$ cat src/mcs_pkg.sv
package mcs_pkg;

	// accumulator datapath, worked one digit per cycle
	localparam int ACC_W     = 40;
	localparam int DIGIT_W   = 4;
	localparam int NDIG      = ACC_W / DIGIT_W;
	localparam int DIG_CNT_W = $clog2(NDIG);

	localparam logic [ACC_W-1:0] ACC_MAX = {1'b0, {(ACC_W-1){1'b1}}};
	localparam logic [ACC_W-1:0] ACC_MIN = {1'b1, {(ACC_W-1){1'b0}}};

	// restoring divider for the distance increment
	localparam int DIV_W     = 28;
	localparam int REM_W     = 10;
	localparam int DIVISOR   = 1000;
	localparam int DIV_CNT_W = $clog2(DIV_W);

	// action codes on the result
	localparam logic [1:0] ACT_TURN  = 2'd0;
	localparam logic [1:0] ACT_DRIVE = 2'd1;
	localparam logic [1:0] ACT_NEXT  = 2'd2;
	localparam logic [1:0] ACT_DONE  = 2'd3;

	typedef struct packed {
		logic             start;
		logic             sub;
		logic [ACC_W-1:0] addend;
	} add_req_t;

	typedef struct packed {
		logic             start;
		logic [DIV_W-1:0] dividend;
	} div_req_t;

endpackage

$ cat src/mcs_ser_acc.sv
// Saturating 40-bit accumulator, one digit per cycle, LSB digit first.
module mcs_ser_acc import mcs_pkg::*; (
	input  logic             clk,
	input  logic             arst_n,
	input  add_req_t         req,
	output logic             busy,
	output logic [ACC_W-1:0] acc
);

	logic [ACC_W-1:0]     acc_q;
	logic [ACC_W-1:0]     add_q;
	logic                 carry_q;
	logic                 busy_q;
	logic                 sa_q;
	logic                 sb_q;
	logic [DIG_CNT_W-1:0] dig_q;

	logic [ACC_W-1:0]   add_eff;
	logic [DIGIT_W:0]   dsum;
	logic [ACC_W-1:0]   acc_shift;
	logic               ovf;

	assign add_eff   = req.sub ? ~req.addend : req.addend;
	assign dsum      = {1'b0, acc_q[DIGIT_W-1:0]} + {1'b0, add_q[DIGIT_W-1:0]}
		+ {{DIGIT_W{1'b0}}, carry_q};
	assign acc_shift = {dsum[DIGIT_W-1:0], acc_q[ACC_W-1:DIGIT_W]};
	// signed overflow: like-signed operands, result sign differs
	assign ovf       = (sa_q == sb_q) && (dsum[DIGIT_W-1] != sa_q);

	always_ff @(posedge clk or negedge arst_n) begin
		if (!arst_n) begin
			acc_q   <= '0;
			busy_q  <= 1'b0;
			carry_q <= 1'b0;
			dig_q   <= '0;
		end else if (busy_q) begin
			add_q   <= add_q >> DIGIT_W;
			carry_q <= dsum[DIGIT_W];
			dig_q   <= dig_q + 1'b1;
			if (dig_q == DIG_CNT_W'(NDIG - 1)) begin
				busy_q <= 1'b0;
				acc_q  <= ovf ? (sa_q ? ACC_MIN : ACC_MAX) : acc_shift;
			end else begin
				acc_q <= acc_shift;
			end
		end else if (req.start) begin
			add_q   <= add_eff;
			carry_q <= req.sub;
			sa_q    <= acc_q[ACC_W-1];
			sb_q    <= add_eff[ACC_W-1];
			dig_q   <= '0;
			busy_q  <= 1'b1;
		end
	end

	assign busy = busy_q;
	assign acc  = acc_q;

endmodule

$ cat src/mcs_div_k.sv
// Bit-serial restoring division by a constant; quotient shifts into the dividend.
module mcs_div_k import mcs_pkg::*; (
	input  logic             clk,
	input  logic             arst_n,
	input  div_req_t         req,
	output logic             busy,
	output logic [DIV_W-1:0] quot
);

	logic [DIV_W-1:0]     dvd_q;
	logic [REM_W-1:0]     rem_q;
	logic [DIV_CNT_W-1:0] cnt_q;
	logic                 busy_q;

	logic [REM_W:0]   trial;
	logic             ge;
	logic [REM_W-1:0] rem_d;

	assign trial = {rem_q, dvd_q[DIV_W-1]};
	assign ge    = trial >= (REM_W+1)'(DIVISOR);
	assign rem_d = ge ? REM_W'(trial - (REM_W+1)'(DIVISOR)) : trial[REM_W-1:0];

	always_ff @(posedge clk or negedge arst_n) begin
		if (!arst_n) begin
			busy_q <= 1'b0;
			cnt_q  <= '0;
		end else if (busy_q) begin
			rem_q <= rem_d;
			dvd_q <= {dvd_q[DIV_W-2:0], ge};
			cnt_q <= cnt_q + 1'b1;
			if (cnt_q == DIV_CNT_W'(DIV_W - 1))
				busy_q <= 1'b0;
		end else if (req.start) begin
			dvd_q  <= req.dividend;
			rem_q  <= '0;
			cnt_q  <= '0;
			busy_q <= 1'b1;
		end
	end

	assign busy = busy_q;
	assign quot = dvd_q;

endmodule

$ cat src/motion_command_sequencer_core.sv
// Each accumulator pass that a tick does not need (distance increment, step) is skipped.
// One tick at a time; in_ready returns only when the result is loaded.
// Reset (arst_n low): accumulators, last speeds and pointer clear, registers
//   take their defaults, no result pending.
module motion_command_sequencer_core import mcs_pkg::*; (
	input  logic               clk,
	input  logic               arst_n,
	// tick input channel
	input  logic               in_valid,
	output logic               in_ready,
	input  logic signed [15:0] gyro_z,
	input  logic [9:0]         elapsed_ms,
	input  logic [9:0]         battery_level,
	// result channel
	output logic               out_valid,
	input  logic               out_ready,
	output logic [7:0]         pwm_a,
	output logic               reverse_a,
	output logic [7:0]         pwm_b,
	output logic               reverse_b,
	output logic               standby_on,
	output logic [1:0]         action,
	output logic [3:0]         step_number,
	// register write channel
	input  logic               cfg_valid,
	output logic               cfg_ready,
	input  logic [2:0]         cfg_index,
	input  logic [29:0]        cfg_data
);

	// register map
	localparam logic [2:0] REG_YAW_THR   = 3'd0;
	localparam logic [2:0] REG_DIST_THR  = 3'd1;
	localparam logic [2:0] REG_STEP      = 3'd2;
	localparam logic [2:0] REG_SPEED     = 3'd3;
	localparam logic [2:0] REG_GYRO_OFF  = 3'd4;
	localparam logic [2:0] REG_CMD_LIST  = 3'd5;
	localparam logic [2:0] REG_CMD_COUNT = 3'd6;

	// command codes
	localparam logic [2:0] CMD_STOP  = 3'd0;
	localparam logic [2:0] CMD_FWD   = 3'd1;
	localparam logic [2:0] CMD_BACK  = 3'd2;
	localparam logic [2:0] CMD_RIGHT = 3'd3;
	localparam logic [2:0] CMD_LEFT  = 3'd4;

	// sequencer states
	localparam logic [3:0] S_IDLE   = 4'd0;
	localparam logic [3:0] S_MUL1   = 4'd1;
	localparam logic [3:0] S_MUL2   = 4'd2;
	localparam logic [3:0] S_DIV    = 4'd3;
	localparam logic [3:0] S_DECIDE = 4'd4;
	localparam logic [3:0] S_ADD1   = 4'd5;
	localparam logic [3:0] S_WAIT1  = 4'd6;
	localparam logic [3:0] S_ADD2   = 4'd7;
	localparam logic [3:0] S_WAIT2  = 4'd8;
	localparam logic [3:0] S_FIN    = 4'd9;

	localparam int RATE_W = 17;          // gyro minus offset
	localparam int PY_W   = 27;          // rate * ms
	localparam int MS_W   = 10;
	localparam int MSB_W  = 20;          // ms * battery
	localparam int MAG_W  = 8;           // speed magnitude

	localparam logic [3:0]       MAX_COMMANDS = 4'd8;
	localparam logic [ACC_W-1:0] QUARTER_TURN = ACC_W'(11790000);

	// ---------------- configuration registers ----------------
	logic [29:0]        yaw_thr_q;
	logic [29:0]        dist_thr_q;
	logic [29:0]        step_q;
	logic [7:0]         speed_q;
	logic signed [15:0] gyro_off_q;
	logic [23:0]        cmd_list_q;
	logic [3:0]         cmd_count_q;

	assign cfg_ready = 1'b1;

	always_ff @(posedge clk or negedge arst_n) begin
		if (!arst_n) begin
			yaw_thr_q   <= 30'd393000;
			dist_thr_q  <= 30'd500;
			step_q      <= 30'd1000000;
			speed_q     <= 8'd100;
			gyro_off_q  <= 16'sd0;
			cmd_list_q  <= 24'd6233;
			cmd_count_q <= 4'd6;
		end else if (cfg_valid) begin
			case (cfg_index)
				REG_YAW_THR:   yaw_thr_q   <= cfg_data;
				REG_DIST_THR:  dist_thr_q  <= cfg_data;
				REG_STEP:      step_q      <= cfg_data;
				REG_SPEED:     speed_q     <= cfg_data[7:0];
				REG_GYRO_OFF:  gyro_off_q  <= cfg_data[15:0];
				REG_CMD_LIST:  cmd_list_q  <= cfg_data[23:0];
				REG_CMD_COUNT: cmd_count_q <= cfg_data[3:0];
				default: ;    // index past the map is dropped
			endcase
		end
	end

	// ---------------- sequencer state ----------------
	logic [3:0]       state_q;
	logic [3:0]       cnt_q;

	// shift-add multipliers: multiplier bits leave LSB first, one per cycle
	logic [PY_W-1:0]  pyaw_q;
	logic [PY_W-1:0]  ycand_q;
	logic [MSB_W-1:0] msb_q;
	logic [MSB_W-1:0] bcand_q;
	logic [MS_W-1:0]  mlt_q;
	logic [DIV_W-1:0] t_q;
	logic [DIV_W-1:0] tcand_q;
	logic [MAG_W-1:0] tmul_q;

	// previous motor speeds: both carry the same magnitude
	logic [MAG_W-1:0] last_mag_q;
	logic             last_rev_a_q;
	logic             last_rev_b_q;
	logic [3:0]       ptr_q;

	// decision of this tick
	logic [MAG_W-1:0] dec_mag_q;
	logic             dec_rev_a_q;
	logic             dec_rev_b_q;
	logic [1:0]       dec_act_q;
	logic [2:0]       cmd_q;

	// result register
	logic             out_valid_q;
	logic [7:0]       pwm_a_q;
	logic             reverse_a_q;
	logic [7:0]       pwm_b_q;
	logic             reverse_b_q;
	logic             standby_q;
	logic [1:0]       action_q;
	logic [3:0]       step_q_out_q;

	// ---------------- serial units ----------------
	add_req_t         yaw_req;
	add_req_t         dist_req;
	div_req_t         div_req;
	logic             yaw_busy;
	logic             dist_busy;
	logic             div_busy;
	logic [ACC_W-1:0] yaw_acc;
	logic [ACC_W-1:0] dist_acc;
	logic [DIV_W-1:0] quot;

	mcs_ser_acc u_yaw (
		.clk    (clk),
		.arst_n (arst_n),
		.req    (yaw_req),
		.busy   (yaw_busy),
		.acc    (yaw_acc)
	);

	mcs_ser_acc u_dist (
		.clk    (clk),
		.arst_n (arst_n),
		.req    (dist_req),
		.busy   (dist_busy),
		.acc    (dist_acc)
	);

	mcs_div_k u_div (
		.clk    (clk),
		.arst_n (arst_n),
		.req    (div_req),
		.busy   (div_busy),
		.quot   (quot)
	);

	// ---------------- datapath next values ----------------
	logic [RATE_W-1:0] rate;
	logic [PY_W-1:0]   pyaw_d;
	logic [MSB_W-1:0]  msb_d;
	logic [DIV_W-1:0]  t_d;

	assign rate   = {gyro_z[15], gyro_z} - {gyro_off_q[15], gyro_off_q};
	assign pyaw_d = mlt_q[0] ? pyaw_q + ycand_q : pyaw_q;
	assign msb_d  = mlt_q[0] ? msb_q + bcand_q : msb_q;
	assign t_d    = tmul_q[0] ? t_q + tcand_q : t_q;

	// heading / distance tests: for a negative value, v < -thr is ~v >= thr
	logic [ACC_W-1:0] yaw_thr_ext;
	logic [ACC_W-1:0] dist_thr_ext;
	logic             yaw_neg;
	logic             dist_neg;
	logic             yaw_big;
	logic             dist_big;
	logic [3:0]       limit;
	logic             at_end;
	logic [2:0]       cmd_w;

	assign yaw_thr_ext  = {{(ACC_W-30){1'b0}}, yaw_thr_q};
	assign dist_thr_ext = {{(ACC_W-30){1'b0}}, dist_thr_q};
	assign yaw_neg      = yaw_acc[ACC_W-1];
	assign dist_neg     = dist_acc[ACC_W-1];
	assign yaw_big      = yaw_neg ? (~yaw_acc >= yaw_thr_ext) : (yaw_acc > yaw_thr_ext);
	assign dist_big     = dist_neg ? (~dist_acc >= dist_thr_ext) : (dist_acc > dist_thr_ext);
	assign limit        = (cmd_count_q > MAX_COMMANDS) ? MAX_COMMANDS : cmd_count_q;
	assign at_end       = ptr_q >= limit;
	assign cmd_w        = 3'(cmd_list_q >> ({2'b00, ptr_q[2:0]} * 5'd3));

	// ---------------- unit requests ----------------
	always_comb begin
		yaw_req = '0;
		if (state_q == S_MUL2 && cnt_q == 4'd0) begin
			// integrate the rate term once the product is complete
			yaw_req.start  = 1'b1;
			yaw_req.addend = {{(ACC_W-PY_W){pyaw_q[PY_W-1]}}, pyaw_q};
		end else if (state_q == S_ADD1 && (cmd_q == CMD_RIGHT || cmd_q == CMD_LEFT)) begin
			yaw_req.start  = 1'b1;
			yaw_req.sub    = (cmd_q == CMD_LEFT);
			yaw_req.addend = QUARTER_TURN;
		end
	end

	always_comb begin
		dist_req = '0;
		if (state_q == S_ADD1 && last_rev_a_q == last_rev_b_q) begin
			// odometry term uses the previous speeds; its sign is speed a's
			dist_req.start  = 1'b1;
			dist_req.sub    = last_rev_a_q;
			dist_req.addend = {{(ACC_W-DIV_W){1'b0}}, quot};
		end else if (state_q == S_ADD2 && (cmd_q == CMD_FWD || cmd_q == CMD_BACK)) begin
			dist_req.start  = 1'b1;
			dist_req.sub    = (cmd_q == CMD_FWD);
			dist_req.addend = {{(ACC_W-30){1'b0}}, step_q};
		end
	end

	assign div_req.start    = (state_q == S_MUL2) && (cnt_q == 4'(MAG_W - 1));
	assign div_req.dividend = t_d;

	logic out_free;
	assign out_free = !out_valid_q || out_ready;

	// ---------------- control ----------------
	always_ff @(posedge clk or negedge arst_n) begin
		if (!arst_n) begin
			state_q      <= S_IDLE;
			cnt_q        <= '0;
			ptr_q        <= '0;
			last_mag_q   <= '0;
			last_rev_a_q <= 1'b0;
			last_rev_b_q <= 1'b0;
			out_valid_q  <= 1'b0;
		end else begin
			if (out_valid_q && out_ready)
				out_valid_q <= 1'b0;

			case (state_q)
				S_IDLE: begin
					if (in_valid) begin
						ycand_q <= {{(PY_W-RATE_W){rate[RATE_W-1]}}, rate};
						bcand_q <= {{(MSB_W-10){1'b0}}, battery_level};
						mlt_q   <= elapsed_ms;
						pyaw_q  <= '0;
						msb_q   <= '0;
						cnt_q   <= '0;
						state_q <= S_MUL1;
					end
				end
				S_MUL1: begin
					// yaw rate * ms and ms * battery share the multiplier bits
					pyaw_q  <= pyaw_d;
					msb_q   <= msb_d;
					ycand_q <= ycand_q << 1;
					bcand_q <= bcand_q << 1;
					mlt_q   <= mlt_q >> 1;
					cnt_q   <= cnt_q + 1'b1;
					if (cnt_q == 4'(MS_W - 1)) begin
						tcand_q <= {{(DIV_W-MSB_W){1'b0}}, msb_d};
						tmul_q  <= last_mag_q;
						t_q     <= '0;
						cnt_q   <= '0;
						state_q <= S_MUL2;
					end
				end
				S_MUL2: begin
					// (ms * battery) * |previous speed|, divider starts on the last bit
					t_q     <= t_d;
					tcand_q <= tcand_q << 1;
					tmul_q  <= tmul_q >> 1;
					cnt_q   <= cnt_q + 1'b1;
					if (cnt_q == 4'(MAG_W - 1))
						state_q <= S_DIV;
				end
				S_DIV: begin
					if (!div_busy && !yaw_busy)
						state_q <= S_DECIDE;
				end
				S_DECIDE: begin
					// heading first, then distance, else next command
					cmd_q <= CMD_STOP;
					if (yaw_big) begin
						dec_act_q   <= ACT_TURN;
						dec_mag_q   <= speed_q;
						dec_rev_a_q <= (speed_q != 8'd0) && !yaw_neg;
						dec_rev_b_q <= (speed_q != 8'd0) && yaw_neg;
					end else if (dist_big) begin
						dec_act_q   <= ACT_DRIVE;
						dec_mag_q   <= speed_q;
						dec_rev_a_q <= (speed_q != 8'd0) && !dist_neg;
						dec_rev_b_q <= (speed_q != 8'd0) && !dist_neg;
					end else begin
						dec_mag_q   <= '0;
						dec_rev_a_q <= 1'b0;
						dec_rev_b_q <= 1'b0;
						if (at_end) begin
							dec_act_q <= ACT_DONE;
						end else begin
							dec_act_q <= ACT_NEXT;
							// unused codes fall through as stop
							cmd_q     <= cmd_w;
							ptr_q     <= ptr_q + 1'b1;
						end
					end
					state_q <= S_ADD1;
				end
				S_ADD1: begin
					state_q <= S_WAIT1;
				end
				S_WAIT1: begin
					if (!dist_busy)
						state_q <= S_ADD2;
				end
				S_ADD2: begin
					state_q <= S_WAIT2;
				end
				S_WAIT2: begin
					if (!dist_busy && !yaw_busy)
						state_q <= S_FIN;
				end
				S_FIN: begin
					if (out_free) begin
						out_valid_q  <= 1'b1;
						pwm_a_q      <= dec_mag_q;
						pwm_b_q      <= dec_mag_q;
						reverse_a_q  <= dec_rev_a_q;
						reverse_b_q  <= dec_rev_b_q;
						standby_q    <= (dec_mag_q != 8'd0);
						action_q     <= dec_act_q;
						step_q_out_q <= ptr_q;
						last_mag_q   <= dec_mag_q;
						last_rev_a_q <= dec_rev_a_q;
						last_rev_b_q <= dec_rev_b_q;
						state_q      <= S_IDLE;
					end
				end
				default: state_q <= S_IDLE;
			endcase
		end
	end

	assign in_ready    = (state_q == S_IDLE);
	assign out_valid   = out_valid_q;
	assign pwm_a       = pwm_a_q;
	assign reverse_a   = reverse_a_q;
	assign pwm_b       = pwm_b_q;
	assign reverse_b   = reverse_b_q;
	assign standby_on  = standby_q;
	assign action      = action_q;
	assign step_number = step_q_out_q;

endmodule

$ cat config.mk
export PLATFORM = sky130hd
export DESIGN_NAME = motion_command_sequencer_core
export DESIGN_NICKNAME = d
export VERILOG_FILES = /design/src/mcs_pkg.sv /design/src/mcs_ser_acc.sv /design/src/mcs_div_k.sv /design/src/motion_command_sequencer_core.sv
export SDC_FILE = /design/constraint.sdc
export NUM_CORES = 1
export LEC_CHECK = 0
export BUFFER_PORTS_ARGS = -buffer_cell sky130_fd_sc_hd__buf_2
export CAP_MARGIN = 20
export CORE_MARGIN = 1.5
export CORE_UTILIZATION = 25
export DETAILED_ROUTE_END_ITERATION = 8
export SLEW_MARGIN = 15
export SYNTH_ARGS = -nofsm -noshare
export SYNTH_HDL_FRONTEND = slang
export SYNTH_SLANG_ARGS = --single-unit
$ cat constraint.sdc
create_clock -name clk -period 6.9 [get_ports clk]
set_input_delay 0.345 -clock clk [delete_from_list [all_inputs] [get_ports clk]]
set_output_delay 0.345 -clock clk [all_outputs]
set_load 0.1 [all_outputs]
# --- After elaboration in Yosys (flattened, before gate mapping) ---
# Cells that the tools add are included.
word_totals:
  latch_bits: 0
  mem_bits_ro: 0
  ff_bits: 585
  mem_bits_rw: 0
  memories: 0
  elab_cells: 264
op_classes:
  mux: 85
  div_mod_pow: 0
  n_mul: 1
  add_sub_neg: 14
  n_bitwise: 9
  reduce_logical: 56
  eq_ne: 37
  order_cmp: 7
  n_shift: 1
ops:
  columns: ["cell", "count"]
  rows:
  - ["$mux 40", 11]
  - ["$not 40->40", 4]
  - ["$mux 28", 5]
  - ["$mux 42", 3]
  - ["$pmux 28 s2", 2]
  - ["$pmux 27 s2", 2]
  - ["$mux 27", 3]
  - ["$ge 40x30->1", 2]
  - ["$gt 40x30->1", 2]
  - ["$pmux 20 s2", 2]
  - ["$mux 36", 2]
  - ["$mux 20", 3]
  - ["$mux 4", 14]
  - ["$mux 10", 4]
  - ["$pmux 4 s10", 1]
  - ["$add 28x28->28", 1]
  - ["$add 27x27->27", 1]
  - ["$reduce_and 2->1", 13]
  - ["$mux 1", 25]
  - ["$mux 8", 3]
  - ["$shr 24x5->3", 1]
  - ["$add 20x20->20", 1]
  - ["$eq 4x3->1 const B", 5]
  - ["$eq 4x4->1 const B", 5]
  - ["38 further kinds", 95]

# --- Depth between registers and ports, before layout ---
# Gate-level depths: netlist of run 1.
depth:
  depth_word: 9
  ltp_mapped: 12
  depth_no_buf: 11

# --- Hierarchy ---
# Synthesis of run 1 repeated with hierarchy kept, for this count alone.
unflattened:
  hier_cells: 3227
  hier_area_um2: 33588.5
modules_own_cells:
  columns: ["module", "area_per_inst_um2", "instances", "cells_each", "seq_area_each_um2"]
  rows:
  - ["motion_command_sequencer_core", 22972.0, 1, 2305, 10179.8]
  - ["mcs_ser_acc", 4272.8, 2, 387, 2412.3]
  - ["mcs_div_k", 2070.7, 1, 148, 1291.2]

# --- Worst setup path after synthesis of run 1 ---
# OpenSTA, ideal clock, no wires.
synth_path:
  kind: "reg2reg"
  start: "register state_q[1]"
  end: "register bcand_q[0] (enable)"
  n_path_buf: 2
  path_slack_ns: -0.784
  path_stages_with_launch: 7
  synth_period_minus_slack_ns: 7.684
  t_arrival_ns: 7.147
  path_cell_list: "dfrtp_1 -> clkbuf_1 -> or2_2 -> clkbuf_1 -> nor3_1 -> nand2_1 -> a21oi_1"
synth_between:
  elab_chain_len: 3
  word_cells_on_any_way: 5
  classes_between: "eq/ne (2); reduce/logical (3)"
synth_lines:
  columns: ["element", "line_no", "rtl"]
  rows:
  - ["start: declaration", "motion_command_sequencer_core.sv:103", "logic [3:0] state_q;"]
  - ["start signal: assignment", "motion_command_sequencer_core.sv:243", "state_q <= S_IDLE;"]
  - ["start signal: assignment", "motion_command_sequencer_core.sv:263", "state_q <= S_MUL1;"]
  - ["start signal: assignment", "motion_command_sequencer_core.sv:279", "state_q <= S_MUL2;"]
  - ["$logic_not 4->1 *", null, null]
  - ["named net in_ready", "motion_command_sequencer_core.sv:10", "output logic in_ready,"]
  - ["$ne 2x2->1 (no line) or $reduce_bool 2->1 (tied branches)", null, null]
  - ["$reduce_and 3->1 (no line) *", null, null]
  - ["end signal: assignment", "motion_command_sequencer_core.sv:258", "bcand_q <= {{(MSB_W-10){1'b0}}, battery_level};"]
  - ["end signal: assignment", "motion_command_sequencer_core.sv:271", "bcand_q <= bcand_q << 1;"]
  - ["end: declaration", "motion_command_sequencer_core.sv:110", "logic [MSB_W-1:0] bcand_q;"]
# Mark *: on every way through the listed nets, which the timed path passes. The rest lies on a longest branch.
# A chain may end at the register's enable or synchronous reset.

# --- Worst setup path after layout of run 1 ---
layout_path:
  start: "register state_q[0]"
  end: "register u_dist.add_q[34] (enable)"
layout_between:
  elab_chain_len: 6
  word_cells_on_any_way: 8
  classes_between: "eq/ne (2); mux (2); reduce/logical (4)"
layout_lines:
  columns: ["element", "line_no", "rtl"]
  rows:
  - ["$eq 4x3->1", "motion_command_sequencer_core.sv:227", "end else if (state_q == S_ADD2 && (cmd_q == CMD_FWD || cmd_q == CMD_BACK)) begin"]
  - ["$logic_and 1x1->1", "motion_command_sequencer_core.sv:227", null]
  - ["$mux 42", "motion_command_sequencer_core.sv:227", null]
  - ["$mux 42 *", "motion_command_sequencer_core.sv:222", "if (state_q == S_ADD1 && last_rev_a_q == last_rev_b_q) begin"]
  - ["$reduce_bool 2->1 (no line) *", null, null]
  - ["$reduce_and 2->1 (no line) *", null, null]
  - ["end signal: assignment", "mcs_ser_acc.sv:37", "add_q <= add_q >> DIGIT_W;"]
  - ["end: declaration", "mcs_ser_acc.sv:11", "logic [ACC_W-1:0] add_q;"]
# Every way passes the cells marked *; elsewhere a longest branch is shown, timed or not.

==> tab_implementation.tex, run 1 <==
\begin{tabular}{lr}
\hline
Metric & Value \\
\hline
\multicolumn{2}{l}{\textbf{STA}} \\
\quad Time the worst path needs with I/O delays and setup & 3490 ps \\
\quad Maximum clock frequency & 287 MHz \\
\quad Final slew viol count & 0 \\
\quad RSZ-0062 raised after global routing & false \\
\quad Share of the clock period used by the worst path after layout & 50.5\% \\
\quad Final-report setup violation count & 0 \\
\quad Worst slew margin relative to its limit & 28.9\% \\
\quad Slew of the pin with the lowest slew margin & 1070 ps \\
\quad Final Hold Violating Endpoints & 0 \\
\quad Summed negative setup slack over all endpoints & 0 ps \\
\quad Setup slack after layout & 3410 ps \\
\quad Fin Clk Skew & 30.9 ps \\
\multicolumn{2}{l}{\textbf{Global route}} \\
\quad Wire length of the first global-routing pass & 136 mm \\
\quad Remaining global-route overflow & 0 \\
\quad Number of antenna violations at the first check in global routing & 11 \\
\quad Combined global-route utilization of all metal layers & 13.0\% \\
\quad Pin count of the biggest net entering global routing & 163 \\
\quad Number of global-route vias before repair & 22,900 \\
\multicolumn{2}{l}{\textbf{Route}} \\
\quad Average wire per standard cell & 17.3 um \\
\quad Number of vias per cell after detailed routing & 4.67 \\
\quad Antenna violation net count after detailed routing & 0 \\
\quad Final wirelength & 87.0 mm \\
\quad Count of TritonRoute iterations in the first routing pass & 5 \\
\quad Iteration-0 DRC Markers & 1,633 \\
\quad Via Count & 23,500 \\
\quad Residual DRC count & 0 \\
\multicolumn{2}{l}{\textbf{Power}} \\
\quad Maximum vdd ir drop & 0.253 mV \\
\quad Static leakage power & 15.9 nW \\
\quad Power, Total & 15.9 mW \\
\quad Power Dens Cells & 419 nW/um\^{}2 \\
\multicolumn{2}{l}{\textbf{Setup path}} \\
\quad Data required time at the worst endpoint & 7170 ps \\
\quad Critical path endpoint category & flop \\
\quad Category of the most critical setup path & reg -> reg \\
\quad Critical path launch point type & flop \\
\quad Signal arrival time at the worst endpoint & 3750 ps \\
\quad Maximum fanout encountered on the critical timing path & 36 \\
\multicolumn{2}{l}{\textbf{Clock tree}} \\
\quad Clock tree from TritonCTS & built \\
\quad Number of clock sinks & 585 \\
\quad Depth of the CTS H-tree & 3 \\
\quad Clock insertion delay at the later pin of the skew report & 630 ps \\
\quad CTS root buf & clkbuf\_16 \\
\quad TritonCTS buffer count & 72 \\
\quad Hold-fix buffer count after cts & 21 \\
\quad Setup Fix Bufs, Post-CTS & 0 \\
\quad Deepest clock path buffer count & 3 \\
\quad Count of instances resized after the clock tree is built & 0 \\
\quad Clock transition at path regs & 50 ps \\
\multicolumn{2}{l}{\textbf{Floorplanning}} \\
\quad Starting density of the core & 25.2\% \\
\quad Number of top-level pins & 102 \\
\quad Die width & 365 um \\
\quad FP Rows & 132 \\
\quad Core region area & 130,000 um\^{}2 \\
\quad Full die area & 133,000 um\^{}2 \\
\quad Y dimension of the die & 365 um \\
\multicolumn{2}{l}{\textbf{Worst hold path}} \\
\quad Worst min-delay path class & in -> reg \\
\multicolumn{2}{l}{\textbf{Final layout}} \\
\quad Core Util, Final & 29.2\% \\
\quad Area growth, synth to finish & 15.9\% \\
\quad Finished Layout Cells & 5,037 \\
\quad Count of antenna diodes in the layout & 0 \\
\quad Number of nets in the finished design & 3,545 \\
\quad Ratio of cells with drive above 1 in the final layout & 14.1\% \\
\multicolumn{2}{l}{\textbf{Run}} \\
\quad Number of maximum-capacitance constraint violations & 0 \\
\multicolumn{2}{l}{\textbf{Place}} \\
\quad Setup Slack @ Placement & 3410 ps \\
\quad Post-Place Cells & 4,881 \\
\quad Weighted congestion at the end of routability-driven global placement & 0.830 \\
\quad Buffers on Ports & 100 \\
\quad HPWL Detailed & 60.3 mm \\
\multicolumn{2}{l}{\textbf{Logic synthesis}} \\
\quad Sequential fraction of the synthesis area & 49.7\% \\
\quad Mapped Avg Cell Area & 10.4 um\^{}2 \\
\quad Largest area contributor in the netlist & edfxtp\_1 \\
\quad Async set or reset register ratio after synthesis & 45.0\% \\
\quad Syn. warnings & 0 \\
\quad Most instantiated cells after synthesis & 355 x nand2\_1, 322 x edfxtp\_1, 232 x nor2\_1, 228 x ha\_1, 227 x dfrtp\_1 \\
\quad Cell Area, Synth & 32,800 um\^{}2 \\
\quad Yosys cell types & 86 \\
\quad Biggest area contributors in the synthesized netlist & edfxtp\_1 30\%, dfrtp\_1 17\%, ha\_1 8.7\% \\
\quad Share of the synthesized area in the top cell type & 29.5\% \\
\quad Flip-flop and latch count after synthesis & 585 \\
\quad Post-synth EDFFs & 322 \\
\quad Count of mapped cells out of synthesis & 3,153 \\
\quad Dominant cell by count in the synthesized netlist & nand2\_1 \\
\quad Top flip-flop cell by instance count after synthesis & edfxtp\_1 \\
\quad Post-synth net total & 3,463 \\
\multicolumn{2}{l}{\textbf{Status}} \\
\quad Result of the run & complete, no violations \\
\hline
\end{tabular}
## final timing paths
path                                from                to  slack, ps  cells after the start
hold reg to reg             dec_act_q[0]         action[0]        430                      0
hold / removal             elapsed_ms[6]          mlt_q[6]         30                      3
setup / recovery              state_q[0]  u_dist.add_q[34]       3410                      8
setup reg to reg              state_q[0]  u_dist.add_q[34]       3410                      8
min in group asynchronous         arst_n     last_mag_q[2]        270                      2
max in group asynchronous         arst_n    gyro_off_q[14]       5290                      3
## cell type report
cell class	count	area, um^2
Fill cell	13500	91800
Sequential cell	585	16300
Inverter	220	826
Timing Repair Buffer	153	986
Tap cell	1742	2180
Clock inverter	34	408
Clock buffer	100	2120
Multi-Input combinational cell	2203	15100
## cells in the final DEF, fill, tap and decap left out, types with 22 or more instances in the layout
cell type,count
a21o_1,76
a21oi_1,199
a22oi_1,63
and2_1,46
and3_1,24
buf_2,99
buf_4,30
clkbuf_16,77
dfrtp_1,224
dfstp_2,36
edfxtp_1,322
ha_1,228
inv_1,218
mux2_2,124
mux2i_1,52
nand2_1,354
nand2b_1,30
nand3_1,56
nand4_1,32
nor2_1,225
nor2b_1,27
nor3_1,37
o21ai_0,211
o21bai_1,22
xnor2_1,72
xor2_1,29
## worst max-delay path: stages, from the launching register on
cell and delay (ps):
dfrtp_1 560, nor2b_1 780, nand2_1 340, nor2_2 170, buf_4 350, or2_2 260, nor2_1 100, nor2_2 110
buf_4 430
## cells by family after synthesis
logic type	count (synthesis)	synth area share, %
mux	182	6.26
flops	585	49.7
compound gates	727	13.9
xor+xnor	101	2.70
other cells	1	0.0114
fa+ha+maj	236	9.20
buf+inv	365	4.32
simple gates	956	13.9
## power by group
group / switching [mW] / total (mW) / internal, mW
clock network: 1.58 / 4.01 / 2.43
logic: 3.64 / 6.04 / 2.40
registers: 0.753 / 5.84 / 5.09
total: 5.97 / 15.9 / 9.92
## registers in the layout, summed over array words and instances, names as in the netlist, 20 cells and up
register and count:
bcand_q 20, cmd_list_q 24, dist_thr_q 30, msb_q 20, pyaw_q 27, step_q 30, t_q 28, tcand_q 28
u_dist.acc 40, u_dist.add_q 40, u_div.quot 28, u_yaw.acc 40, u_yaw.add_q 40, yaw_thr_q 30, ycand_q 27
## through the flow
step                hold WS [ps]  area [um^2]
floorplan                   49.4        32800
global placement             310        35200
detailed placement           316        35200
CTS                         2.65        37900
global route                45.4        38000
finish                      31.6        38000
## routing by layer
layer	part of all wire [%]	routed length [um]	track usage [%]	vias up
li1	-	-	-	11400
met1	47	41000	18.2	11500
met2	46	40000	20.7	487
met3	4.5	3930	1.95	115
met4	2.5	2140	3.73	0
met5	0	0	0	-
Note: power is estimated with default switching activity, not from simulation.
==> inputs of run 2 (changes only) <==
--- a/config.mk
+++ b/config.mk
@@ -5,6 +5,7 @@
 export SDC_FILE = /design/constraint.sdc
 export NUM_CORES = 1
 export LEC_CHECK = 0
+export ABC_AREA = 1
 export BUFFER_PORTS_ARGS = -buffer_cell sky130_fd_sc_hd__buf_2
 export CAP_MARGIN = 20
 export CORE_MARGIN = 1.5
==> constraint.sdc (replaced) <==
create_clock -name clk -period 3.4 [get_ports clk]
set_input_delay 0.17 -clock clk [delete_from_list [all_inputs] [get_ports clk]]
set_output_delay 0.17 -clock clk [all_outputs]
set_load 0.1 [all_outputs]
==> run 2 against run 1 <==
- clock skew shrank 7.2 ps
- combinational power is 100% higher
- clock power increased by 94%
- via count is 12% higher
- sequential cell count stayed put
- worst hold slack got worse by 16 ps
- utilization decreased by 0.18 points
- critical endpoint is now dec_mag_q[3]
- largest cell class unchanged
- highest routed layer unchanged
==> tab_implementation.tex, run 2 <==
\begin{tabular}{lr}
\hline
Metric & Value \\
\hline
\multicolumn{2}{l}{\textbf{Logic synthesis}} \\
\quad Syn. warnings & 0 (unchanged) \\
\quad Yosys cell types & 63 (-27\%) \\
\quad Compound-cell area share of the yosys netlist & 13.6\% (-0.30 points) \\
\quad Count of mapped cells out of synthesis & 3,859 (+22\%) \\
\quad Async set or reset register ratio after synthesis & 45.0\% (unchanged) \\
\quad Synthesized-area fraction occupied by adder cells & 9.08\% (-0.11 points) \\
\quad Largest area contributor in the netlist & edfxtp\_1 \\
\quad Biggest area contributors in the synthesized netlist & edfxtp\_1 29\%, dfrtp\_1 17\%, nand2\_1 10\% \\
\quad Share of the synthesized area in the top cell type & 29.2\% (-0.37 points) \\
\quad Dominant cell by count in the synthesized netlist & nand2\_1 \\
\quad Multiplexer fraction of the synthesized cell area & 0.449\% (-5.8 points) \\
\quad Mapped Avg Cell Area & 8.59 um\^{}2 (-17\%) \\
\quad Post-synthesis share of cell area spent on and, or, nand and nor gates & 19.3\% (+5.4 points) \\
\quad Main combinational cell family by area after synthesis & simple AND/OR/NAND/NOR gates \\
\quad Top flip-flop cell by instance count after synthesis & edfxtp\_1 \\
\quad Post-synth EDFFs & 322 (unchanged) \\
\quad Post-synthesis share of cell area spent on xor and xnor gates & 1.21\% (-1.5 points) \\
\quad Sequential fraction of the synthesis area & 49.1\% (-0.62 points) \\
\quad Most instantiated cells after synthesis & 889 x nand2\_1, 466 x inv\_1, 356 x o21ai\_0, 330 x a21oi\_1, 322 x edfxtp\_1 \\
\quad Flip-flop and latch count after synthesis & 585 (unchanged) \\
\quad Post-synth net total & 4,169 (+20\%) \\
\quad Cell Area, Synth & 33,200 um\^{}2 (+1.3\%) \\
\multicolumn{2}{l}{\textbf{Place}} \\
\quad Post-Place Cells & 5,610 (+15\%) \\
\quad Weighted congestion at the end of routability-driven global placement & 0.894 (+7.7\%) \\
\quad HPWL Detailed & 63.3 mm (+5.0\%) \\
\quad Buffers on Ports & 100 (unchanged) \\
\multicolumn{2}{l}{\textbf{STA}} \\
\quad Summed negative setup slack over all endpoints & 0 ps (unchanged) \\
\quad Final slew viol count & 0 (unchanged) \\
\quad Fin Clk Skew & 23.7 ps (-7.21 ps) \\
\quad Share of the clock period used by the worst path after layout & 81.7\% (+31 points) \\
\quad Slew of the pin with the lowest slew margin & 947 ps (-119 ps) \\
\quad Hold Worst Slack & 15.5 ps (-16.1 ps) \\
\quad RSZ-0062 raised after global routing & false \\
\quad Final-report setup violation count & 0 (unchanged) \\
\quad Worst slew margin relative to its limit & 36.6\% (+7.7 points) \\
\quad Time the worst path needs with I/O delays and setup & 2780 ps (-710 ps) \\
\quad Maximum clock frequency & 360 MHz (+26\%) \\
\quad Final Hold Violating Endpoints & 0 (unchanged) \\
\multicolumn{2}{l}{\textbf{Power}} \\
\quad Maximum vdd ir drop & 0.520 mV (+110\%) \\
\quad Static leakage power & 17.0 nW (+6.7\%) \\
\quad Power Dens Cells & 818 nW/um\^{}2 (+95\%) \\
\multicolumn{2}{l}{\textbf{Route}} \\
\quad Antenna violation net count after detailed routing & 0 (unchanged) \\
\quad Number of vias per cell after detailed routing & 4.57 (-2.2\%) \\
\quad Iteration-0 DRC Markers & 1,908 (+17\%) \\
\quad Detail Route met3 WL & 5.32 mm (+35\%) \\
\quad Met1 Routed Length & 42.9 mm (+4.6\%) \\
\quad Count of TritonRoute iterations in the first routing pass & 5 (unchanged) \\
\quad Residual DRC count & 0 (unchanged) \\
\quad Met2 Routed Length & 38.6 mm (-3.5\%) \\
\quad Top layer used by detailed routing & met4 \\
\quad Average wire per standard cell & 15.4 um (-11\%) \\
\quad Via Count & 26,300 (+12\%) \\
\quad Final wirelength & 89.0 mm (+2.2\%) \\
\multicolumn{2}{l}{\textbf{Global route}} \\
\quad Number of antenna violations at the first check in global routing & 13 (+2) \\
\quad Combined global-route utilization of all metal layers & 13.0\% (+0.041 points) \\
\quad Wire length of the first global-routing pass & 141 mm (+3.9\%) \\
\quad Number of global-route vias before repair & 25,500 (+11\%) \\
\quad Pin count of the biggest net entering global routing & 121 (-26\%) \\
\quad Remaining global-route overflow & 0 (unchanged) \\
\multicolumn{2}{l}{\textbf{Clock tree}} \\
\quad Count of instances resized after the clock tree is built & 0 (unchanged) \\
\quad CTS root buf & clkbuf\_16 \\
\quad Depth of the CTS H-tree & 3 (unchanged) \\
\quad Deepest clock path buffer count & 3 (unchanged) \\
\quad Clock transition at path regs & 60 ps (about the same) \\
\quad TritonCTS buffer count & 72 (unchanged) \\
\quad Clock tree from TritonCTS & built \\
\quad Clock insertion delay at the later pin of the skew report & 620 ps (about the same) \\
\quad Number of clock sinks & 585 (unchanged) \\
\multicolumn{2}{l}{\textbf{Final layout}} \\
\quad Finished Layout Cells & 5,763 (+14\%) \\
\quad Area growth, synth to finish & 15.4\% \\
\quad Most common cell after layout, fill and taps aside & nand2\_1 \\
\quad Commonest cells after routing, fill and taps aside & 885 x nand2\_1, 464 x inv\_1, 355 x o21ai\_0 \\
\quad Number of nets in the finished design & 4,261 (+20\%) \\
\quad Ratio of cells with drive above 1 in the final layout & 9.36\% (-4.8 points) \\
\multicolumn{2}{l}{\textbf{Run}} \\
\quad Number of maximum-capacitance constraint violations & 0 (unchanged) \\
\multicolumn{2}{l}{\textbf{Setup path}} \\
\quad Maximum fanout encountered on the critical timing path & 9 (-75\%) \\
\quad Critical path endpoint category & flop \\
\quad Signal arrival time at the worst endpoint & 3130 ps (-620 ps) \\
\quad Category of the most critical setup path & reg -> reg \\
\quad Data required time at the worst endpoint & 3750 ps (-3420 ps) \\
\quad Critical path launch point type & flop \\
\multicolumn{2}{l}{\textbf{Floorplanning}} \\
\quad Core region area & 132,000 um\^{}2 (+1.4\%) \\
\quad Number of top-level pins & 102 (unchanged) \\
\quad Starting density of the core & 25.2\% (-0.034 points) \\
\quad Full die area & 135,000 um\^{}2 (+1.3\%) \\
\quad FP Rows & 133 (+0.76\%) \\
\quad Y dimension of the die & 367 um (+0.62\%) \\
\quad Die width & 367 um (+0.62\%) \\
\multicolumn{2}{l}{\textbf{Worst hold path}} \\
\quad Worst min-delay path class & in -> reg \\
\multicolumn{2}{l}{\textbf{Status}} \\
\quad Result of the run & complete, no violations \\
\hline
\end{tabular}
## run 2: cell count changes after synthesis, moves of 66 or more
cell,change
o21ai_0,+142
inv_1,+248
nand3_1,+165
nand2_1,+534
a21o_1,-66
mux2_2,-117
a21oi_1,+129
## run 2: final timing paths
check,slack (ps),depth (start not counted),endpoint,startpoint
worst max-delay path,620,9,dec_mag_q[3],yaw_thr_q[3]
worst min-delay path,20,3,yaw_thr_q[29],cfg_data[29]
worst max register to register,620,9,dec_mag_q[3],yaw_thr_q[3]
worst min register to register,460,0,action[1],dec_act_q[1]
max in group asynchronous,2310,3,u_dist.carry_q,arst_n
min in group asynchronous,50,2,last_mag_q[0],arst_n
## run 2: critical path, stage by stage (launching register included)
cell and delay (ps):
dfstp_2 530, inv_1 60, ha_1 330, or2_2 290
nor4b_1 370, a21oi_1 140, nand2_1 120, nand2_1 200
a21oi_2 380, nor2_1 90
## run 2: cell families (layout without fill, tap and decap cells)
family          Yosys count  after routing
mux                      14             14
fa+ha+maj               236            236
simple gates           1534           1534
xor+xnor                 43             43
buf+inv                 619            767
compound gates          827            827
flops                   585            585
other cells               1              2
## run 2: area by class of cell
cell class	instances	area, um^2
repair buffers	163	1100
inverters	474	1780
flip-flops and latches	585	16300
clock buffers	93	1960
clock inverters	37	418
multi-input cells	2655	14500
well taps	1755	2200
diodes	1	2.50
fillers	13900	93400
## run 2: metal layers
metal | track usage [%] | vias up
met5 | 0 | -
met4 | 3.86 | 0
met3 | 2.16 | 98
met2 | 20.2 | 650
met1 | 18.5 | 12500
li1 | - | 13100
## run 2: what timing repair did
action,in CTS,in global routing
buffers inserted,0,0
endpoints found under the setup margin,0,0
hold endpoints to repair,251,0
hold buffers,22,0
## run 2: where the power goes
group          switching, mW  leakage [nW]  internal, mW
clock network           3.16          1.15          4.63
registers               1.26          6.08          10.1
logic                   8.08          9.75          4.03
## run 2: metrics by stage
stage / cell area, um^2 / setup slack, ps / utilization, % / power, mW
final: 38300 / 623 / 29.1 / 31.3
after global routing: 38300 / 445 / 29.1 / 33.8
after CTS: 38300 / 668 / 29.1 / 31.5
after detailed placement: 35700 / 678 / 27.1 / 23.5
after global placement: 35600 / 713 / 27.1 / 23.3
after floorplan: 33200 / 152 / - / 20.2
==> inputs of run 3 (changes only) <==
--- a/config.mk
+++ b/config.mk
@@ -5,7 +5,7 @@
 export SDC_FILE = /design/constraint.sdc
 export NUM_CORES = 1
 export LEC_CHECK = 0
-export ABC_AREA = 1
+export ABC_AREA = 0
 export BUFFER_PORTS_ARGS = -buffer_cell sky130_fd_sc_hd__buf_2
 export CAP_MARGIN = 20
 export CORE_MARGIN = 1.5
==> constraint.sdc (replaced) <==
create_clock -name clk -period 2.8 [get_ports clk]
set_input_delay 0.14 -clock clk [delete_from_list [all_inputs] [get_ports clk]]
set_output_delay 0.14 -clock clk [all_outputs]
set_load 0.1 [all_outputs]
==> run 3 against run 2 <==
- the run now ends with negative setup slack left
- largest power group unchanged
- non-clock buffer count grew 313
- routed wire length rose by 2.9%
- utilization grew 2.9 points
==> tab_implementation.tex, run 3 (same netlist as run 1, synthesis figures left out) <==
\begin{tabular}{lr}
\hline
Metric & Value \\
\hline
\multicolumn{2}{l}{\textbf{Power}} \\
\quad Power, Total & 42.0 mW (+34\%) \\
\quad Static leakage power & 17.6 nW (+3.3\%) \\
\quad Fraction of power spent switching nets & 37.7\% (-2.2 points) \\
\quad Relative contribution of combinational cells to total power & 44.3\% (+5.6 points) \\
\quad Power Dens Cells & 1010 nW/um\^{}2 (+24\%) \\
\quad Sequential power share & 33.7\% (-2.7 points) \\
\quad Net load switching power & 15.8 mW (+27\%) \\
\quad Clock network fraction of total power & 22.0\% (-2.9 points) \\
\quad Maximum vdd ir drop & 0.435 mV (-16\%) \\
\quad Internal power & 26.2 mW (+39\%) \\
\multicolumn{2}{l}{\textbf{Status}} \\
\quad Result of the run & finished with violations \\
\quad Violations in the final reports & negative setup slack \\
\multicolumn{2}{l}{\textbf{STA}} \\
\quad Time the worst path needs with I/O delays and setup & 2890 ps (+112 ps) \\
\quad Final Hold Violating Endpoints & 0 (unchanged) \\
\quad Final-report setup violation count & 19 (+19) \\
\quad Hold Worst Slack & 39.1 ps (+23.6 ps) \\
\quad Final slew viol count & 0 (unchanged) \\
\quad Maximum clock frequency & 346 MHz (-3.9\%) \\
\quad Fin Clk Skew & 30.5 ps (+6.84 ps) \\
\quad RSZ-0062 raised after global routing & true \\
\quad Share of the clock period used by the worst path after layout & 103\% (+21 points) \\
\quad Worst slew margin relative to its limit & 43.4\% (+6.7 points) \\
\quad Slew of the pin with the lowest slew margin & 839 ps (-109 ps) \\
\quad Setup slack after layout & -89.2 ps (-712 ps) \\
\multicolumn{2}{l}{\textbf{Final layout}} \\
\quad Core Util, Final & 32.0\% (+2.9 points) \\
\quad Number of nets in the finished design & 3,865 (-9.3\%) \\
\quad Filler cells & 13,300 (-4.4\%) \\
\quad Ratio of cells with drive above 1 in the final layout & 24.2\% (+15 points) \\
\quad Post-route standard cell area excluding fillers & 41,500 um\^{}2 (+8.4\%) \\
\quad Most common cell after layout, fill and taps aside & nand2\_1 \\
\quad Commonest cells after routing, fill and taps aside & 347 x nand2\_1, 322 x edfxtp\_1, 292 x buf\_4 \\
\quad Area growth, synth to finish & 26.6\% \\
\multicolumn{2}{l}{\textbf{Floorplanning}} \\
\quad Y dimension of the die & 365 um (-0.62\%) \\
\quad Core region area & 130,000 um\^{}2 (-1.4\%) \\
\quad Full die area & 133,000 um\^{}2 (-1.2\%) \\
\quad Starting density of the core & 25.2\% (+0.034 points) \\
\quad FP Rows & 132 (-0.75\%) \\
\quad Number of top-level pins & 102 (unchanged) \\
\quad Die width & 365 um (-0.62\%) \\
\multicolumn{2}{l}{\textbf{Route}} \\
\quad Residual DRC count & 0 (unchanged) \\
\quad Via Count & 24,900 (-5.4\%) \\
\quad Iteration-0 DRC Markers & 1,680 (-12\%) \\
\quad Final wirelength & 91.5 mm (+2.9\%) \\
\quad Number of vias per cell after detailed routing & 4.65 (+1.8\%) \\
\quad Antenna violation net count after detailed routing & 0 (unchanged) \\
\quad Average wire per standard cell & 17.1 um (+11\%) \\
\quad Count of TritonRoute iterations in the first routing pass & 5 (unchanged) \\
\multicolumn{2}{l}{\textbf{Clock tree}} \\
\quad Clock insertion delay at the later pin of the skew report & 640 ps (+20 ps) \\
\quad Deepest clock path buffer count & 3 (unchanged) \\
\quad CTS root buf & clkbuf\_16 \\
\quad TritonCTS buffer count & 69 (-4.2\%) \\
\quad Clock transition at path regs & 60 ps (about the same) \\
\quad Number of clock sinks & 585 (unchanged) \\
\quad Depth of the CTS H-tree & 3 (unchanged) \\
\quad Clock tree from TritonCTS & built \\
\multicolumn{2}{l}{\textbf{Place}} \\
\quad Cell area after placement & 37,400 um\^{}2 (+5.0\%) \\
\quad Buffers on Ports & 100 (unchanged) \\
\quad Weighted congestion at the end of routability-driven global placement & 0.854 (-4.5\%) \\
\quad HPWL Detailed & 64.1 mm (+1.1\%) \\
\multicolumn{2}{l}{\textbf{Global route}} \\
\quad Remaining global-route overflow & 0 (unchanged) \\
\quad Pin count of the biggest net entering global routing & 134 (+11\%) \\
\quad Number of global-route vias before repair & 24,400 (-4.1\%) \\
\quad Combined global-route utilization of all metal layers & 13.5\% (+0.46 points) \\
\quad Wire length of the first global-routing pass & 141 mm (+0.15\%) \\
\quad Number of antenna violations at the first check in global routing & 13 (unchanged) \\
\multicolumn{2}{l}{\textbf{Setup path}} \\
\quad Critical path launch point type & flop \\
\quad Data required time at the worst endpoint & 3320 ps (-430 ps) \\
\quad Category of the most critical setup path & reg -> reg \\
\quad Signal arrival time at the worst endpoint & 3410 ps (+280 ps) \\
\quad Maximum fanout encountered on the critical timing path & 2 (-7) \\
\quad Critical path endpoint category & flop \\
\multicolumn{2}{l}{\textbf{Worst hold path}} \\
\quad Worst min-delay path class & in -> async \\
\multicolumn{2}{l}{\textbf{Run}} \\
\quad Number of maximum-capacitance constraint violations & 0 (unchanged) \\
\hline
\end{tabular}
-- run 3: metrics by stage --
stage               setup TNS, ps  setup slack [ps]  std cells
finish                       -925             -89.2       5354
global route                -3660              -187       5354
CTS                         -1360              -123       5340
detailed placement          -9570              -328       5142
global placement            -7250              -299       5142
floorplan                  -79910              -900       3153
-- run 3: critical path, stage by stage, from the launching register on --
cell and delay (ps):
dfstp_2 520, inv_2 30, ha_2 160, or4_4 520
a21oi_2 110, o31ai_1 90, a311oi_2 400, o21ai_4 130
buf_6 140, nor2_4 90, o2111a_1 230, mux2_2 340
-- run 3: cell type report --
cell class                      count  area [um^2]  area share [%]
Multi-Input combinational cell   2203        16100            38.8
Antenna cell                        1         2.50         0.00603
Clock buffer                       95         1900            4.59
Sequential cell                   585        16300            39.3
Tap cell                         1742         2180            5.25
Timing Repair Buffer              476         3760            9.08
Inverter                          220          828            2.00
Clock inverter                     32          420            1.01
-- run 3: metal layers --
| layer | vias to the layer above | track usage, % | part of all wire, % |
|---|---|---|---|
| li1 | 12100 | - | - |
| met1 | 12300 | 19.0 | 48 |
| met2 | 490 | 21.8 | 46 |
| met3 | 99 | 1.63 | 4.2 |
| met4 | 2 | 3.65 | 1.9 |
| met5 | - | 0 | 0.014 |
-- run 3: path summary, 6_finish.rpt --
kind	start	to	slack (ps)	cells after the start
worst max-delay path	dist_thr_q[4]	ptr_q[1]	-90	11
worst min-delay path	arst_n	step_q[27]	40	2
worst max register to register	dist_thr_q[4]	ptr_q[1]	-90	11
worst min register to register	dec_act_q[0]	action[0]	460	0
max in group asynchronous	arst_n	yaw_thr_q[8]	1490	4
min in group clk	cfg_valid	cmd_count_q[1]	60	3
-- run 3: what timing repair did --
item / CTS / global route
cloned: 0 / 0
buffers inserted: 18 / 17
pin swaps: 44 / 79
hold endpoints to repair: 290 / 0
setup endpoints to repair: 58 / 81
gates resized for setup: 90 / 104
hold buffers: 54 / 0
-- run 3: power groups by stage --
stage	logic, mW	clock network [mW]	registers (mW)
detailed placement	17.3	0	14.2
global route	20.7	9.80	14.4
finish	18.6	9.25	14.2
global placement	17.0	0	14.2
floorplan	11.6	0	13.8
CTS	18.0	9.47	14.1
